--- src/hw/rtl/bss_pkg.sv ---
package bss_pkg;

  // fixed field widths
  localparam int CMD_W    = 4;
  localparam int DATA_W   = 8;
  localparam int POS_W    = 6;
  localparam int CNT_W    = 6;
  localparam int STATUS_W = 2;

  // command codes
  localparam logic [CMD_W-1:0] CMD_PUSH      = 4'd0;
  localparam logic [CMD_W-1:0] CMD_POP       = 4'd1;
  localparam logic [CMD_W-1:0] CMD_PEEK      = 4'd2;
  localparam logic [CMD_W-1:0] CMD_COUNT     = 4'd3;
  localparam logic [CMD_W-1:0] CMD_SEARCH    = 4'd4;
  localparam logic [CMD_W-1:0] CMD_REPLACE   = 4'd5;
  localparam logic [CMD_W-1:0] CMD_CLEAR     = 4'd6;
  localparam logic [CMD_W-1:0] CMD_READ      = 4'd7;
  localparam logic [CMD_W-1:0] CMD_DUMP_UP   = 4'd8;
  localparam logic [CMD_W-1:0] CMD_DUMP_DOWN = 4'd9;

  // result status codes
  localparam logic [STATUS_W-1:0] STAT_OK     = 2'd0;
  localparam logic [STATUS_W-1:0] STAT_EMPTY  = 2'd1;
  localparam logic [STATUS_W-1:0] STAT_FULL   = 2'd2;
  localparam logic [STATUS_W-1:0] STAT_BADPOS = 2'd3;

  // sequencer states
  typedef enum logic {
    ST_IDLE,
    ST_DUMP
  } state_t;

  // per-cell shift and compare controls
  typedef struct packed {
    logic              push;
    logic              pop;
    logic              load;
    logic [DATA_W-1:0] value;
  } cell_ctl_t;

endpackage

--- src/hw/rtl/bss_if.sv ---
interface bss_req_if;
  logic                          valid;
  logic                          ready;
  logic [bss_pkg::CMD_W-1:0]     command;
  logic [bss_pkg::DATA_W-1:0]    value;
  logic [bss_pkg::POS_W-1:0]     position;

  modport source (output valid, command, value, position, input ready);
  modport sink   (input valid, command, value, position, output ready);
endinterface

interface bss_rsp_if;
  logic                          valid;
  logic                          ready;
  logic [bss_pkg::DATA_W-1:0]    data;
  logic                          found;
  logic [bss_pkg::CNT_W-1:0]     count;
  logic [bss_pkg::STATUS_W-1:0]  status;
  logic                          last;

  modport source (output valid, data, found, count, status, last, input ready);
  modport sink   (input valid, data, found, count, status, last, output ready);
endinterface

--- src/hw/rtl/bss_cell.sv ---
module bss_cell (
  input  logic                       clk,
  input  bss_pkg::cell_ctl_t         ctl,
  input  logic                       live,
  input  logic [bss_pkg::DATA_W-1:0] from_up,
  input  logic [bss_pkg::DATA_W-1:0] from_dn,
  output logic [bss_pkg::DATA_W-1:0] data,
  output logic                       hit
);
  import bss_pkg::*;

  // shift toward bottom on push, toward top on pop, overwrite on replace
  always_ff @(posedge clk) begin
    if (ctl.push) begin
      data <= from_up;
    end else if (ctl.pop) begin
      data <= from_dn;
    end else if (ctl.load) begin
      data <= ctl.value;
    end
  end

  // local match against the search key
  assign hit = live && (data == ctl.value);

endmodule

--- src/hw/rtl/byte_stack_with_search.sv ---
// channel  | dir | payload                              | notes
// req      | in  | command, value, position             | one command per beat
// rsp      | out | data, found, count, status, last     | last marks final beat
//
// a non-dump command's result is registered at the accept edge
// dump of N entries: N beats via cell row mux, one per cycle unless rsp stalls;
// no new command is taken until the final dump beat is loaded
// rst is synchronous: clears the fill count, sequencer and result valid
// a stalled rsp holds its beat; req is accepted while the held beat is taken
module byte_stack_with_search #(
  parameter int DEPTH = 32
) (
  input  logic      clk,
  input  logic      rst,
  bss_req_if.sink   req,
  bss_rsp_if.source rsp
);
  import bss_pkg::*;

  localparam int CW = $clog2(DEPTH + 1);
  localparam int IW = $clog2(DEPTH);
  localparam int W  = (CW > POS_W) ? CW : POS_W;

  state_t state, state_next;

  logic [CW-1:0]     cnt, cnt_next;
  logic [CW-1:0]     k;
  logic              dir_up;
  logic [DATA_W-1:0] cd [DEPTH];
  logic [DEPTH-1:0]  hits;

  logic slot_free, accept, dump_emit;
  logic do_push, do_pop, do_load, start_dump;
  logic empty, full;

  logic              out_valid;
  logic [DATA_W-1:0] out_data;
  logic              out_found;
  logic [CNT_W-1:0]  out_count;
  logic [STATUS_W-1:0] out_status;
  logic              out_last;

  logic [DATA_W-1:0]   r_data;
  logic                r_found;
  logic [STATUS_W-1:0] r_status;
  logic                r_last;

  logic [CW-1:0] beat_k, dump_pos;
  logic          up, dump_last, bad_pos;
  logic [W-1:0]  read_diff;
  logic [IW-1:0] rd_sel;
  logic [DATA_W-1:0] rd_data;

  assign empty = (cnt == '0);
  assign full  = (cnt == CW'(DEPTH));

  // row of cells, top of stack in cell 0
  for (genvar i = 0; i < DEPTH; i++) begin : g_cell
    cell_ctl_t               ctl;
    logic [DATA_W-1:0]       up_in, dn_in;

    assign ctl.push  = do_push;
    assign ctl.pop   = do_pop;
    assign ctl.value = req.value;

    if (i == 0) begin : g_top
      assign ctl.load = do_load;
      assign up_in    = req.value;
    end else begin : g_mid
      assign ctl.load = 1'b0;
      assign up_in    = cd[i-1];
    end

    if (i == DEPTH - 1) begin : g_bot
      assign dn_in = '0;
    end else begin : g_inner
      assign dn_in = cd[i+1];
    end

    bss_cell u_cell (
      .clk     (clk),
      .ctl     (ctl),
      .live    (CW'(i) < cnt),
      .from_up (up_in),
      .from_dn (dn_in),
      .data    (cd[i]),
      .hit     (hits[i])
    );
  end

  // read select: dump beat index or position from the bottom
  assign beat_k    = (state == ST_DUMP) ? k : '0;
  assign up        = (state == ST_DUMP) ? dir_up : (req.command == CMD_DUMP_UP);
  assign dump_pos  = up ? CW'(cnt - CW'(1) - beat_k) : beat_k;
  assign dump_last = (CW'(beat_k + CW'(1)) == cnt);
  assign read_diff = W'(cnt) - W'(req.position);
  assign bad_pos   = (req.position == '0) || (W'(req.position) > W'(cnt));
  assign rd_sel    = (state == ST_IDLE && req.command == CMD_READ) ?
                     read_diff[IW-1:0] : dump_pos[IW-1:0];
  assign rd_data   = cd[rd_sel];

  // sequencer outputs
  assign slot_free = !out_valid || rsp.ready;
  always_comb begin
    req.ready = 1'b0;
    dump_emit = 1'b0;
    case (state)
      ST_IDLE: req.ready = slot_free;
      ST_DUMP: dump_emit = slot_free;
      default: begin
        req.ready = 1'b0;
        dump_emit = 1'b0;
      end
    endcase
  end
  assign accept = req.valid && req.ready;

  // command decode
  always_comb begin
    do_push    = 1'b0;
    do_pop     = 1'b0;
    do_load    = 1'b0;
    start_dump = 1'b0;
    cnt_next   = cnt;
    r_data     = '0;
    r_found    = 1'b0;
    r_status   = STAT_OK;
    r_last     = 1'b1;
    case (req.command)
      CMD_PUSH: begin
        if (full) begin
          r_status = STAT_FULL;
        end else begin
          do_push  = accept;
          cnt_next = CW'(cnt + CW'(1));
        end
      end
      CMD_POP: begin
        if (empty) begin
          r_status = STAT_EMPTY;
        end else begin
          do_pop   = accept;
          r_data   = cd[0];
          cnt_next = CW'(cnt - CW'(1));
        end
      end
      CMD_PEEK: begin
        if (empty) begin
          r_status = STAT_EMPTY;
        end else begin
          r_data = cd[0];
        end
      end
      CMD_SEARCH: r_found = |hits;
      CMD_REPLACE: begin
        if (empty) begin
          r_status = STAT_EMPTY;
        end else begin
          do_load = accept;
        end
      end
      CMD_CLEAR: cnt_next = '0;
      CMD_READ: begin
        if (bad_pos) begin
          r_status = STAT_BADPOS;
        end else begin
          r_data = rd_data;
        end
      end
      CMD_DUMP_UP, CMD_DUMP_DOWN: begin
        if (empty) begin
          r_status = STAT_EMPTY;
        end else begin
          r_data     = rd_data;
          r_last     = dump_last;
          start_dump = accept && !dump_last;
        end
      end
      default: r_status = STAT_OK;
    endcase
  end

  // sequencer next state
  always_comb begin
    state_next = state;
    case (state)
      ST_IDLE: if (start_dump) state_next = ST_DUMP;
      ST_DUMP: if (dump_emit && dump_last) state_next = ST_IDLE;
      default: state_next = ST_IDLE;
    endcase
  end

  // control registers
  always_ff @(posedge clk) begin
    if (rst) begin
      state <= ST_IDLE;
      cnt   <= '0;
    end else begin
      state <= state_next;
      if (accept) cnt <= cnt_next;
    end
  end

  // dump beat counter and direction
  always_ff @(posedge clk) begin
    if (start_dump) begin
      k      <= CW'(1);
      dir_up <= (req.command == CMD_DUMP_UP);
    end else if (dump_emit) begin
      k <= CW'(k + CW'(1));
    end
  end

  // result register
  always_ff @(posedge clk) begin
    if (rst) begin
      out_valid <= 1'b0;
    end else if (accept || dump_emit) begin
      out_valid <= 1'b1;
    end else if (rsp.ready) begin
      out_valid <= 1'b0;
    end
  end

  always_ff @(posedge clk) begin
    if (accept) begin
      out_data   <= r_data;
      out_found  <= r_found;
      out_count  <= CNT_W'(cnt_next);
      out_status <= r_status;
      out_last   <= r_last;
    end else if (dump_emit) begin
      out_data   <= rd_data;
      out_found  <= 1'b0;
      out_count  <= CNT_W'(cnt);
      out_status <= STAT_OK;
      out_last   <= dump_last;
    end
  end

  assign rsp.valid  = out_valid;
  assign rsp.data   = out_data;
  assign rsp.found  = out_found;
  assign rsp.count  = out_count;
  assign rsp.status = out_status;
  assign rsp.last   = out_last;

  // fill count never passes the depth
  a_cnt_bound: assert property (@(posedge clk) disable iff (rst)
    cnt <= CW'(DEPTH))
    else $error("fill count above depth");

  // the stack does not change while a dump streams out
  a_dump_hold: assert property (@(posedge clk) disable iff (rst)
    state == ST_DUMP |=> $stable(cnt))
    else $error("fill count moved during dump");

  // final dump beat returns the sequencer to idle
  a_dump_end: assert property (@(posedge clk) disable iff (rst)
    dump_emit && dump_last |=> state == ST_IDLE)
    else $error("dump did not end after final beat");

  // an accepted push below full grows the stack by one
  a_push_grow: assert property (@(posedge clk) disable iff (rst)
    accept && req.command == CMD_PUSH && !full |=> cnt == CW'($past(cnt) + CW'(1)))
    else $error("push did not grow the stack");

  // never two beats at once from decode and dump
  a_one_src: assert property (@(posedge clk) disable iff (rst)
    !(accept && dump_emit))
    else $error("accept during dump");

endmodule

--- src/flat_wrapper.sv ---
// flat-port wrapper written by rule: the top's interface ports become plain ports
module byte_stack_with_search_flat import bss_pkg::*;
#(
  parameter int DEPTH = 32
)
  (clk, rst, req_valid, req_command, req_value, req_position, req_ready, rsp_valid, rsp_data, rsp_found, rsp_count, rsp_status, rsp_last, rsp_ready);
  bss_req_if req_i ();
  bss_rsp_if rsp_i ();
  input  logic clk;
  input  logic rst;
  input wire logic [$bits(req_i.valid)-1:0] req_valid;
  input wire logic [$bits(req_i.command)-1:0] req_command;
  input wire logic [$bits(req_i.value)-1:0] req_value;
  input wire logic [$bits(req_i.position)-1:0] req_position;
  output wire logic [$bits(req_i.ready)-1:0] req_ready;
  output wire logic [$bits(rsp_i.valid)-1:0] rsp_valid;
  output wire logic [$bits(rsp_i.data)-1:0] rsp_data;
  output wire logic [$bits(rsp_i.found)-1:0] rsp_found;
  output wire logic [$bits(rsp_i.count)-1:0] rsp_count;
  output wire logic [$bits(rsp_i.status)-1:0] rsp_status;
  output wire logic [$bits(rsp_i.last)-1:0] rsp_last;
  input wire logic [$bits(rsp_i.ready)-1:0] rsp_ready;
  assign req_i.valid = req_valid;
  assign req_i.command = req_command;
  assign req_i.value = req_value;
  assign req_i.position = req_position;
  assign req_ready = req_i.ready;
  assign rsp_valid = rsp_i.valid;
  assign rsp_data = rsp_i.data;
  assign rsp_found = rsp_i.found;
  assign rsp_count = rsp_i.count;
  assign rsp_status = rsp_i.status;
  assign rsp_last = rsp_i.last;
  assign rsp_i.ready = rsp_ready;
  byte_stack_with_search #(.DEPTH(DEPTH)) u_core (.clk(clk), .rst(rst), .req(req_i), .rsp(rsp_i));
endmodule
--- config.mk ---
export PLATFORM = sky130hd
export DESIGN_NAME = byte_stack_with_search_flat
export DESIGN_NICKNAME = d
export VERILOG_FILES = /design/src/hw/rtl/bss_pkg.sv /design/src/hw/rtl/bss_if.sv /design/src/hw/rtl/bss_cell.sv /design/src/hw/rtl/byte_stack_with_search.sv /design/src/flat_wrapper.sv
export SDC_FILE = /design/constraint.sdc
export NUM_CORES = 1
export LEC_CHECK = 0
export ABC_CLOCK_PERIOD_IN_PS = 18900
export BUFFER_PORTS_ARGS = -buffer_cell sky130_fd_sc_hd__buf_2
export CAP_MARGIN = 20
export CORE_MARGIN = 10
export CORE_UTILIZATION = 45
export DETAILED_ROUTE_END_ITERATION = 8
export GPL_TIMING_DRIVEN = 0
export HOLD_SLACK_MARGIN = 0.02
export PLACE_DENSITY = 0.63
export RECOVER_POWER = 25
export SYNTH_ARGS = -nofsm -noshare
export SYNTH_HDL_FRONTEND = slang
export SYNTH_SLANG_ARGS = --single-unit
--- constraint.sdc ---
create_clock -name clk -period 18.9 [get_ports clk]
set_input_delay 0.945 -clock clk [delete_from_list [all_inputs] [get_ports clk]]
set_output_delay 0.945 -clock clk [all_outputs]
set_load 0.01 [all_outputs]
Yosys cells after proc, flatten, opt, wreduce, memory -nomap -nowiden:

Index checks and enable logic that the tools add are counted.

* flip-flop bits (word level): 289
* bits in latches: 0
* input port bits: 22
* memories: 0
* output and inout bits: 20
* RAM bits: 0
* memory bits (read-only): 0

* divide/modulo/power cells: 0
* mux-type cells: 110
* magnitude comparators: 34
* reduce and logical (&&, ||, !) cells: 52
* multipliers: 0
* shifts and indexed selects: 0
* $add $sub $neg: 6
* bitwise logic cells: 2
* equal/unequal tests: 42

Operator list (number)
* two-way mux 8 bit: 72
* == test 8 bit: 32
* < comparator 5 x 6 -> 1 bit, first input constant: 16
* < comparator 4 x 6 -> 1 bit, first input constant: 8
* binary-select mux 8 bit (select 5 bit): 1
* logical AND 1 bit: 36
* OR reduction 32 bit: 1
* two-way mux 6 bit: 5
* < comparator 3 x 6 -> 1 bit, first input constant: 4
* one-hot mux 8 bit (3 select lines): 1
* two-way mux 1 bit: 22
* adder 6 x 1 -> 6 bit, second input constant: 3
* one-hot mux 6 bit (3 select lines): 1
* == test 4 x 3 -> 1 bit, second input constant: 4
* logical NOT 6 bit: 2
* < comparator 1 x 6 -> 1 bit, first input constant: 2
* < comparator 2 x 6 -> 1 bit, first input constant: 2
* two-way mux 5 bit: 2
* subtractor 5 bit: 2
* == test 4 bit, second input constant: 2
* two-way mux 2 bit: 4
* == test 6 bit: 1
* == test 6 bit, second input constant: 1
* greater-or-equal comparator 6 bit, second input constant: 1
* 15 further kinds: 21

Depth between registers and ports, before layout:

* word-level depth: 11
* gate-level depth with buffers: 15
* depth with buffers taken out: 12

Cells and area by module:

Synthesis repeated with hierarchy kept, for this count alone.

* cells, all modules: 2180
* area, all modules: 21285.4 um^2

Modules (own cells, without submodules)
* bss_cell: cells an instance 47, area an instance 503.0 um^2, seq. area each 240.2 um^2, times used 32
* byte_stack_with_search: cells an instance 676, area an instance 5190.0 um^2, seq. area each 850.8 um^2, times used 1

Worst setup path before layout:

No wires, ideal clock.

* kind: in2reg
* start point: input port rsp_ready
* end point: register u_core.g_cell[0].u_cell.data[0] in the netlist's numbering (enable)
* required time: 18545 ps
* path buffers: 1
* setup time: 355 ps
* path slack: 4206 ps
* data arrival time: 14339 ps
* cell stages on the path: 7
* cell sequence: nor2b_1 -> clkbuf_1 -> nor2_1 -> nand2_1 -> a2111oi_0 -> a21boi_1 -> a41o_1

* word-level cells in the longest chain between the ends: 6

Ends and longest elaborated chain
* from (decl): line flat_wrapper.sv:22 `input wire logic [$bits(rsp_i.ready)-1:0] rsp_ready;`
* logical OR 1 bit *: line byte_stack_with_search.sv:103 `assign slot_free = !out_valid || rsp.ready;`
* two-way mux 1 bit *: line byte_stack_with_search.sv:107 `case (state)`
* via req_ready: line flat_wrapper.sv:15 `output wire logic [$bits(req_i.ready)-1:0] req_ready;`
* logical AND 1 bit *: line byte_stack_with_search.sv:116 `assign accept = req.valid && req.ready;`
* two-way mux 1 bit, on equally long branches: line byte_stack_with_search.sv:139, byte_stack_with_search.sv:156, byte_stack_with_search.sv:131
* two-way mux 1 bit: line byte_stack_with_search.sv:129 `case (req.command)`
* nonzero test 3 bit (no line) *
* to (signal assigned): line bss_cell.sv:15 `data <= from_up;`
* to (signal assigned): line bss_cell.sv:17 `data <= from_dn;`
* to (signal assigned): line bss_cell.sv:19 `data <= ctl.value;`
* to (decl): line bss_cell.sv:7 `output logic [bss_pkg::DATA_W-1:0] data,`

Mark *: on every way through the listed nets, which the timed path passes. The rest lies on a longest branch.
A chain may end at the register's enable or synchronous reset.

Final worst setup path:

* start point: register u_core.cnt[1]
* end point: register u_core.g_cell[4].u_cell.data[0] in the netlist's numbering (enable)

* word-level cells in the longest chain between the ends: 4

Ends and longest elaborated chain
* from (decl): line byte_stack_with_search.sv:26 `logic [CW-1:0] cnt, cnt_next;`
* from (signal assigned): line byte_stack_with_search.sv:200 `if (accept) cnt <= cnt_next;`
* == test 6 bit / logical NOT 6 bit (equally long branches): line byte_stack_with_search.sv:55, byte_stack_with_search.sv:54
* two-way mux 1 bit, on equally long branches: line byte_stack_with_search.sv:131, byte_stack_with_search.sv:139
* two-way mux 1 bit: line byte_stack_with_search.sv:129
* nonzero test 2 bit (no line) *
* to (signal assigned): line bss_cell.sv:15
* to (signal assigned): line bss_cell.sv:17
* to (signal assigned): line bss_cell.sv:19
* to (decl): line bss_cell.sv:7

Mark *: on every way between the ends. The rest lies on a longest branch, timed or not.

==> summary.md <==
| Metric | Value |
|---|---|
| Drt pass-1 iters | 6 |
| Crit path launch type | flip-flop |
| Gr usage total | 0.267 |
| Failing checks | capacitance limit, slew limit |
| CP peak stage delay | around 2500 ps |
| Power Dens Cells | 72.4 nW/um^2 |
| Top cell type's share of synthesized area | 0.440 |
| GRT busiest layer | met2 |
| Remaining DRCs | 0 |
| Core ar. | slightly above 40000 um^2 |
| DR WL/cell | around 30 um |
| Vias in the first global route | approximately 14000 |
| Sequential-to-total area share from yosys stat | 0.455 |
| Worst Hold Slack | approximately 530 ps |
| CP cell instances | clkbuf_1 -> inv_1 -> ha_1 -> nor3b_1 -> nand2_1 -> nand3_1 -> a21boi_0 -> clkbuf_1 -> buf_12 -> buf_16 -> buf_16 |
| Post-synthesis mux area share | 0.185 |
| First-pass GRT wire length | 99100 um |
| Synth area leader | edfxtp_1 |
| Synth Area in XOR/XNOR | 0.129 |
| Site Rows | 74 |
| Placed inst area | slightly below 20000 um^2 |
| Clk buf depth | 3 |
| Yosys cell types | 79 |
| Largest net degree at the start of global routing | 30 |
| Asr flop ratio synth | 0 |
| Clk Latency, worst-skew pair | about 560 ps |
| Warnings, synthesis | 0 |
| Drt total wl | about 69000 um |
| Flops & latches, synth | between 200 and 300 |
| Required time worst endpoint | ~19000 ps |
| Clk sinks | ~290 |
| Result of the run | finished, violations left |
| Synthesized-area fraction occupied by adder cells | 0.0148 |
| Starting DRT DRC Count | between 2000 and 2500 |
| Layout cells sized above 1 | 0.205 |
| Final period utilization | 0.400 |
| Final slew viol count | 54 |
| Final hold vios | 0 |
| # diodes | 0 |
| Post-route ant nets | 0 |
| Post-CTS setup buffer count | 0 |
| Final Util | 0.508 |
| Leakage | slightly above 0.007 uW |
| Reg clk slew, reported paths | 50 ps |
| Synth top area cells | edfxtp_1 44%, mux2_2 11%, xnor2_1 7.4% |
| Max-slew headroom | -1.18 |
| Setup Skew | 12.5 ps |
| Post-Syn Instances | 1642 |
| Critical Path Fanout Max | 26 |
| DR vias | 14600 |
| Final-report setup violation count | 0 |
| Syn nets | 1685 |
| Critical Path AT | just under 8000 ps |
| Via density | 6.42 |
| Clk root buf | clkbuf_16 |
| Overflow after GRT | 0 |
| Area Growth Syn to Fin | 11.0% |
| Synth Area in Simple Gates | 0.107 |
| Largest family of logic cells by synthesized area | multiplexers |
| Crit-path leading delay family | buffers and inverters |
| IO Port Bufs | 32 |
| Slowest-stage cell, CP | a21boi_0 |
| Initial antenna violation count | 1 |
| Met2 usage | 0.403 |
| Final instance area | roughly 21000 um^2 |
| Met1 Usage GRT | 0.372 |
| Post-synth EDFFs | 275 |
| Tmin final | between 7000 and 8000 ps |
| Actual slew at the worst max-slew pin | about 3200 ps |
| WS Path Type | flip-flop to flip-flop |
| RSZ-0062 raised after global routing | false |
| CP Capture Type | flip-flop |
| Starting Density | 0.458 |
| Hold Crit Class | flip-flop to flip-flop |
| Hpwl dp | about 50000 um |
| Max Fclk | approximately 130 MHz |
| Die Span X | around 220 um |
| WP buf/inv | 6 |
| Top_reg_cell synth | edfxtp_1 |
| CTS tree | yes |
| Nets | 1766 |
| Met3 global-route usage | 0.0459 |
| Die Y-Extent | ~220 um |
| Inserted Clock Buffers | 35 |
| Compound-cell area share of the yosys netlist | 0.0762 |
| Avg Cell Area, Syn | ~11 um^2 |
| Post-CTS resize count | 0 |
| Max cap viols | 3 |
| Max VDD drop | 58.4 uV |
| # IOs | between 40 and 50 |
| Mapped Area | about 19000 um^2 |
| Die area | about 50000 um^2 |
| CTS H-tree lvls | 2 |
| Post-cts hold buffer count | 0 |
| Gpl congestion | around 1 |
## where the power goes
group	total (uW)	internal, uW	switching (uW)	leakage (uW)
clock network	661	382	278	0.000528
logic	145	50.6	94.1	0.00401
registers	704	700	4.08	0.00260
total	1510	1130	376	0.00714
## path summary, 6_finish.rpt
path | startpoint | end | slack, ps | cells past startpoint
worst min register to register | u_core.k[5] | u_core.k[5] | 530 | 2
worst max-delay path | u_core.cnt[1] | u_core.g_cell[4].u_cell.data[0] | 11350 | 11
worst min-delay path | u_core.k[5] | u_core.k[5] | 530 | 2
worst max register to register | u_core.cnt[1] | u_core.g_cell[4].u_cell.data[0] | 11350 | 11
## layout by cell type (no fill, tap or decap), drive strengths merged, types with 6 or more instances in the layout
| master | instances |
|---|---|
| nand2 | 181 |
| ha | 19 |
| buf | 109 |
| a32o | 9 |
| xor2 | 119 |
| nor2 | 50 |
| edfxtp | 275 |
| a21o | 9 |
| o22ai | 6 |
| xnor2 | 158 |
| mux2i | 66 |
| nand3 | 32 |
| nand4 | 43 |
| a2bb2oi | 7 |
| clkinv | 14 |
| inv | 19 |
| a21oi | 60 |
| dfxtp | 14 |
| clkbuf | 88 |
| mux2 | 250 |
| nor2b | 12 |
| a31oi | 6 |
| a22oi | 8 |
| a32oi | 23 |
| nor3 | 15 |
| o21ai | 24 |
| and3 | 17 |
| nor4 | 33 |
| a311o | 7 |
## logic make-up after synthesis
kind of cell,Yosys count
compound gates,200
xor+xnor,277
fa+ha+maj,21
buf+inv,128
flops,289
mux,316
simple gates,411
## Yosys cell counts (7+ instances only)
cell type  number
mux2i_1        66
a311o_1         7
a21oi_1        58
buf_2          84
edfxtp_1      275
nand3_1        32
mux2_1         61
a32oi_1        23
a2bb2oi_1       7
mux2_2        189
clkbuf_1       17
o21ai_0        21
xor2_1        119
dfxtp_1        14
nor2_1         50
a32o_1          9
nor4_1         32
ha_1           19
inv_1          17
a22oi_1         8
a21o_1          9
xnor2_1       158
nor3_1         15
nand2_1       180
and3_1         17
nand4_1        43
nor2b_1        12
## metal layers
layer  wire (um)  part of all wire
met5           0                 0
met4        2870             0.042
met3        6790             0.099
met2       30100              0.44
met1       28900              0.42
## cell type report
type,count,area (um^2)
Clock inverter,20,183
Buffer,111,551
Inverter,17,63.8
Tap cell,532,666
Timing Repair Buffer,44,353
Sequential cell,289,8540
Clock buffer,42,902
Fill cell,3644,20200
Multi-Input combinational cell,1225,9590
## worst register-to-register path: stages, from the launching register on
cell      delay [ps]
dfxtp_1          420
clkbuf_1         740
inv_1            410
ha_1             460
nor3b_1          260
nand2_1          260
nand3_1          320
a21boi_0        2490
clkbuf_1        1220
buf_12           310
buf_16           200
buf_16           170
## registers in the layout, summed over array words and instances, names as in the netlist, 2 cells and up
signal	cells
u_core.rsp.data	8
u_core.k	6
u_core.g_cell.u_cell.data	256
u_core.rsp.status	2
u_core.rsp.count	6
u_core.cnt	6
## per-stage QoR
stage	instances	total power (uW)	TNS, ps	worst slack (ps)
after global placement	2206	858	-492150	-2320
after CTS	2278	1510	0	13760
after global routing	2280	1550	0	11040
after detailed placement	2216	859	0	13760
after floorplan	1642	810	0	4210
final	2280	1510	0	11350
(Power assumes the default switching activity.)
